`src/rtl/core/psird_pkg.sv`:
```
// ----------------------------------------------------------------------------
// psird_pkg - shared types for the psi residual distribution block
// Holds the node record passed from the loader to the solver.
// ----------------------------------------------------------------------------
package psird_pkg;

  localparam int unsigned ACC_W = 40;
  localparam int unsigned CFG_ZERO_THRESHOLD = 0;

  // node record carried through the queue
  typedef struct packed {
    logic [31:0] state;
    logic [31:0] k;
    logic [31:0] k_plus;
    logic [31:0] k_minus;
    logic        last;
  } node_t;

  typedef enum logic [3:0] {
    S_LOAD,
    S_PREP,
    S_UT_DIV,
    S_DIFF,
    S_NUM,
    S_BETA_DIV,
    S_BETA_ACC,
    S_SCALE_DIV,
    S_RES_MUL,
    S_RES_OUT
  } solve_state_t;

  // divider request
  typedef struct packed {
    logic              start;
    logic signed [63:0] num;
    logic signed [63:0] den;
  } div_req_t;

  function automatic logic signed [63:0] sat32(input logic signed [63:0] x);
    logic signed [63:0] r;
    if (x > 64'sd2147483647) r = 64'sd2147483647;
    else if (x < -64'sd2147483648) r = -64'sd2147483648;
    else r = x;
    return r;
  endfunction

  function automatic logic signed [ACC_W-1:0] sat40(input logic signed [63:0] x);
    logic signed [ACC_W-1:0] r;
    if (x > 64'sd549755813887) r = {1'b0, {(ACC_W-1){1'b1}}};
    else if (x < -64'sd549755813888) r = {1'b1, {(ACC_W-1){1'b0}}};
    else r = x[ACC_W-1:0];
    return r;
  endfunction

  function automatic logic near_zero(input logic signed [63:0] d, input logic [7:0] thr);
    logic [63:0] mag;
    mag = d[63] ? 64'(-d) : 64'(d);
    return mag <= {56'd0, thr};
  endfunction

endpackage

```
`src/rtl/core/psird_front.sv`:
```
// ----------------------------------------------------------------------------
// psird_front - node input queue
// Small fifo of node records between the input stream and the solver.
// ----------------------------------------------------------------------------
module psird_front (
  input  logic                 clk,
  input  logic                 rst_n,
  input  logic                 wr_valid,
  output logic                 wr_ready,
  input  psird_pkg::node_t     wr_data,
  output logic                 rd_valid,
  input  logic                 rd_ready,
  output psird_pkg::node_t     rd_data
);

  psird_pkg::node_t mem_r [2];
  logic       wp_r, wp_nxt, rp_r, rp_nxt;
  logic [1:0] cnt_r, cnt_nxt;
  logic       push, pop;

  assign wr_ready = cnt_r != 2'd2;
  assign rd_valid = cnt_r != 2'd0;
  assign rd_data  = mem_r[rp_r];
  assign push     = wr_valid && wr_ready;
  assign pop      = rd_valid && rd_ready;

  always_comb begin
    wp_nxt  = push ? ~wp_r : wp_r;
    rp_nxt  = pop ? ~rp_r : rp_r;
    cnt_nxt = cnt_r + {1'b0, push} - {1'b0, pop};
  end

  always_ff @(posedge clk) begin
    if (push) mem_r[wp_r] <= wr_data;
    if (!rst_n) begin
      wp_r  <= 1'b0;
      rp_r  <= 1'b0;
      cnt_r <= 2'd0;
    end else begin
      wp_r  <= wp_nxt;
      rp_r  <= rp_nxt;
      cnt_r <= cnt_nxt;
    end
  end

endmodule

```
`config.mk`:
```
export PLATFORM = sky130hd
export DESIGN_NAME = psird_front
export DESIGN_NICKNAME = d
export VERILOG_FILES = /design/src/rtl/core/psird_pkg.sv /design/src/rtl/core/psird_front.sv
export SDC_FILE = /design/constraint.sdc
export NUM_CORES = 1
export LEC_CHECK = 0
export BUFFER_PORTS_ARGS = -buffer_cell sky130_fd_sc_hd__buf_2
export CAP_MARGIN = 20
export CORE_UTILIZATION = 35
export DETAILED_ROUTE_END_ITERATION = 6
export GPL_ROUTABILITY_DRIVEN = 0
export GPL_TIMING_DRIVEN = 0
export PLACE_DENSITY = 0.56
export SLEW_MARGIN = 20
export SYNTH_ARGS = -nofsm -noshare
export SYNTH_HDL_FRONTEND = slang
export SYNTH_SLANG_ARGS = --single-unit
```
`constraint.sdc`:
```
create_clock -name clk -period 7.6 [get_ports clk]
set_input_delay 1.52 -clock clk [delete_from_list [all_inputs] [get_ports clk]]
set_output_delay 1.52 -clock clk [all_outputs]
set_load 0.05 [all_outputs]
```
==> out/summary.txt, run 1 <==
core area - 26900 um2
# hold bufs at CTS - 0
Final HPWL DP - 13200 um
Synth Register Bits - 263
vias per inst - 4.52
Detailed Route Iter0 Violations - 225
Clk Latency, worst-skew pair - 540 ps
Final TNS setup - 0 ps
largest net degree at the start of global routing - 37
nets - 863
Clock Sinks - 263
Synth Instances - 425
data required time of the critical path - 6080 ps
Root Driver - clkbuf_16
Seq. cell area - 7850 um2
Die Width - 167 um
Max FO, Critical Path - 10
WS Path Type - flop to primary output
Synth area leader - edfxtp_1
clk buf depth - 3
Finished Core Util - 46.2%
CTS buffer count - 29
Die H - 167 um
Reg clk slew, reported paths - 60 ps
wire per inst - 17.1 um
Post-CTS Setup Bufs - 0
gr usage total - 13.1%
global route overflow - 0
post-synth top area share - 80.8%
P per Cell Area - 383 nW/um2
top cells by area, synth - edfxtp_1 (81%), mux2_2 (15%), buf_6 (1.5%), dfxtp_1 (1.0%), xnor2_1 (0.27%)
Area growth, synth to finish - 29.6%
max cap viols - 0
Cell Area, Synth - 9590 um2
CTS tree - done
IO Pins - 264
Critical Path Sink Type - primary output
cts repair resizes - 0
vias - 4940
most used cell, CP - buf_6
Post-Route WL - 18700 um
reg2reg setup slack - 5590 ps
Setup crit start kind - flop
slew margin rel. - 67.2%
outcome - complete, no violations
worst-path cell chain - buf_6 > buf_6 > mux2_2 > buf_2
RSZ-0062 raised after global routing - no
CP max stage delay - 370 ps
syn_nets - 560
CP arrival - 1910 ps
Worst Skew - 20.7 ps
crit share post-route - 45.1%
max frequency - 291 MHz
worst hold path type - flop to flop
Initial DRT Pass Iterations - 4
DRC - 0
vias in the first global route - 5307
htree depth - 1
Hold Vio Cnt, Final - 0
die area - 28100 um2
Final setup viols - 0
yosys warns - 0
Worst Tran Pin Value - 491 ps
leakage - 4.62 nW
initial antenna violation count - 0
port bufs - 263
synthesized area per cell - 22.6 um2
slowest CP cell - dfxtp_1
Filler Cell Count - 2373
Site Rows - 60
first-pass GRT wire length - 28700 um
Final Critical Period - 3430 ps
sequential-to-total area share from yosys stat - 81.9%
VDD IR-drop max - 0.000242 V
Detail Route Antenna Nets - 0
Max Slew Vio Count - 0
post-synthesis cell type count - 17
multi-input logic area - 1600 um2
Initial Util - 35.7%
fraction of layout cells with a size suffix above 1 - 61.0%
-- metrics by stage --
stage | hold slack, ps | cells | power [W] | worst slack (ps) | cell area (um2)
after detailed placement | 528 | 1038 | 0.00355 | 4470 | 11600
final | 549 | 1093 | 0.00476 | 4170 | 12400
after floorplan | 466 | 425 | 0.00315 | 2160 | 9590
after global placement | 477 | 1029 | 0.00351 | 402 | 11300
after CTS | 544 | 1092 | 0.00483 | 4100 | 12400
after global routing | 592 | 1092 | 0.00496 | 4040 | 12400
-- flip-flops by register name, summed over array words and instances (netlist names), named ones only --
| signal | flops |
|---|---|
| wp_r | 1 |
| cnt_r | 2 |
| mem_r | 258 |
| rp_r | 1 |
-- cells in the final DEF (no fill, tap or decap), types with 4 or more instances in the layout --
cell type / synthesis / layout
clkinv_1: 0 / 9
buf_6: 13 / 13
clkbuf_16: 0 / 29
buf_16: 0 / 4
clkbuf_1: 0 / 5
mux2_2: 129 / 129
buf_12: 0 / 5
dfxtp_1: 5 / 5
edfxtp_1: 258 / 258
clkinv_2: 0 / 6
buf_2: 1 / 264
-- where the power goes --
part	internal (W)	total, W	switching (W)
Combinational	0.000488	0.00164	0.00115
Sequential	0.00182	0.00186	0.0000428
Clock	0.000730	0.00125	0.000524
-- per-layer routing --
layer / wire length [um] / vias up / track usage [%] / part of all wire [%]
met3: 1820 / 28 / 4.77 / 9.7
met4: 381 / 0 / 4.11 / 2.0
met2: 9110 / 191 / 22.1 / 49
li1: - / 2305 / - / -
met1: 7350 / 2416 / 15.5 / 39
met5: 0 / - / 0 / 0
-- cells in the mapped netlist --
master	count
and2_1	2
and3_1	1
buf_2	1
buf_6	13
dfxtp_1	5
edfxtp_1	258
ha_1	2
inv_1	1
mux2_2	129
mux2i_1	1
nand2_1	2
nand2b_1	2
nor2_1	1
nor2b_1	2
o21a_1	1
or2_2	1
xnor2_1	3
-- layout make-up --
class                   count  area share, %
diodes                      1         0.0201
plain buffers              14           1.22
clock buffers              34           5.99
clock inverters            20           1.02
inverters                   1         0.0302
multi-input cells         147           12.8
flip-flops and latches    263           63.2
well taps                 341           3.43
repair buffers            272           12.3
-- path summary, 6_finish.rpt --
check	from	endpoint	cells after the start
setup / recovery	flop	rd_data[27]	4
hold / removal	wp_r	wp_r	2
setup reg to reg	cnt_r[0]	mem_r[0][88]	6
hold reg to reg	wp_r	wp_r	2
-- worst max-delay path: cells and delay by family, from the launching register on --
family | cells | cell delay [ps]
multiplexers | 1 | 350
flip-flops | 1 | 370
buffers and inverters | 3 | 650
-- kinds of logic after synthesis --
logic type / Yosys count / share of synthesized area, %
xor+xnor: 3 / 0.274
buf+inv: 15 / 1.62
flops: 263 / 81.9
simple gates: 11 / 0.640
mux: 130 / 15.3
compound gates: 1 / 0.0783
fa+ha+maj: 2 / 0.261
Power figures use the tool's default switching activity.
==> run 2, diff against run 1 <==
Settings changed: PLACE_DENSITY 0.56 to 0.54.
Clock period 7.6 ns to 3.35 ns, I/O delays scaled along.
==> run 2 against run 1 <==
Compared with the run above:
- sequential share of layout area rose by 0.057 points
- total power rose by 130%
- worst setup slack got worse by 3400 ps
- critical path depth did not move
- hold slack got worse by 230 ps
- clock-buffer cell count rose by 7
- first-iteration DRC count fell by 3.1%
- die area did not move
- flip-flop and latch count did not move
- clock skew fell by 8.3 ps
- routed wire length barely moved
- largest cell class unchanged
==> out/summary.txt, run 2 (synthesized netlist as in run 1, its figures left out) <==
outcome - complete, no violations
Site Rows - 60
Largest delay share family, worst path - buffers and inverters
gr usage total - 12.9%
vias in the first global route - 5239
die area - 28100 um2
htree depth - 1
core area - 26900 um2
Post-CTS Setup Bufs - 0
CP max stage delay - 370 ps
Die H - 167 um
CTS tree - done
Largest Register - mem_r
Max FO, Critical Path - 10
Detailed Route Iter0 Violations - 218
port bufs - 263
max cap viols - 0
Post-Route WL - 18700 um
first-pass GRT wire length - 28400 um
# hold bufs at CTS - 0
routing usage on met1 - 15.3%
cts repair resizes - 0
GR peak layer - met2
most frequent cells in the layout - buf_2 (264), edfxtp_1 (258), mux2_2 (129), clkbuf_16 (29), buf_6 (13)
clk buf depth - 3
WS Path Type - flop to primary output
Worst Tran Pin Value - 603 ps
vias per inst - 4.51
wire per inst - 17.2 um
Clock Sinks - 263
crit share post-route - 76.2%
Initial Util - 35.7%
VDD IR-drop max - 0.000502 V
Largest register FFs - 258
Worst Skew - 12.4 ps
Reg clk slew, reported paths - 60 ps
largest net degree at the start of global routing - 55
most used cell, CP - buf_6
Initial DRT Pass Iterations - 4
Max Slew Vio Count - 0
initial antenna violation count - 1
Placement Setup Slack - 1070 ps
fraction of layout cells with a size suffix above 1 - 61.5%
fin cells - 1087
leakage - 4.62 nW
CP arrival - 1880 ps
Final HPWL DP - 12800 um
dpl cells - 1036
global route overflow - 0
Clk Latency, worst-skew pair - 530 ps
RSZ-0062 raised after global routing - no
Critical Path Sink Type - primary output
max frequency - 392 MHz
slew margin rel. - 59.7%
nets - 860
final worst slack - 799 ps
met2 Use GR - 22.3%
Detail Route Antenna Nets - 0
DRC - 0
vias - 4898
Final Critical Period - 2550 ps
Setup crit start kind - flop
Root Driver - clkbuf_16
worst-path cell chain - buf_6 > buf_6 > mux2_2 > buf_2
worst hold path type - input port to flop
Regs by FF count - mem_r x258, cnt_r x2
worst hold margin - 323 ps
P per Cell Area - 875 nW/um2
data required time of the critical path - 2680 ps
Die Width - 167 um
IO Pins - 264
WP buf/inv - 3
Hold Vio Cnt, Final - 0
Final setup viols - 0
grt met3 use - 4.07%
slowest CP cell - dfxtp_1
CTS buffer count - 28
Area growth, synth to finish - 29.5%
commonest non-fill, non-tap cell in the layout - buf_2
[run 2: cell types whose count changed in the layout (fill, tap and decap cells not counted), moves of 2 or more]
cell,delta
clkinv_1,-7
clkbuf_8,+5
buf_12,-2
clkbuf_1,+2
clkinv_2,-2
[run 2: path summary, 6_finish.rpt]
kind | start | end | slack (ps) | depth (start not counted)
max | flop | rd_data[89] | 800 | 4
min | wr_data[43] | mem_r[0][43] | 320 | 1
max reg2reg | cnt_r[0] | mem_r[0][75] | 1320 | 5
min reg2reg | wp_r | wp_r | 540 | 2
[run 2: cell type report]
cell class                      count  area [um2]
Fill cell                        2322       14500
Sequential cell                   263        7850
Multi-Input combinational cell    147        1600
Timing Repair Buffer              270        1490
Clock buffer                       41         821
Tap cell                          341         427
Buffer                             14         151
Clock inverter                      9        76.3
Inverter                            1        3.75
Antenna cell                        1        2.50
[run 2: metrics by stage]
stage	instance area, um2	TNS (ps)	power [W]	util (%)
3_5_place_dp	11500	0	0.00803	42.8
4_1_cts	12400	0	0.0110	46.2
5_1_grt	12400	0	0.0113	46.2
2_1_floorplan	9600	0	0.00713	-
6_report	12400	0	0.0109	46.2
3_3_place_gp	11300	-146060	0.00793	42.2
[run 2: routing by layer]
layer / vias up / part of all wire [%]
met4: 0 / 2.8
met2: 164 / 50
li1: 2294 / -
met1: 2404 / 40
met5: - / 0
met3: 36 / 7.5
[run 2: power breakdown]
group / internal, W / switching (W)
clock: 0.00176 / 0.00118
combinational: 0.00109 / 0.00261
sequential: 0.00413 / 0.0000979
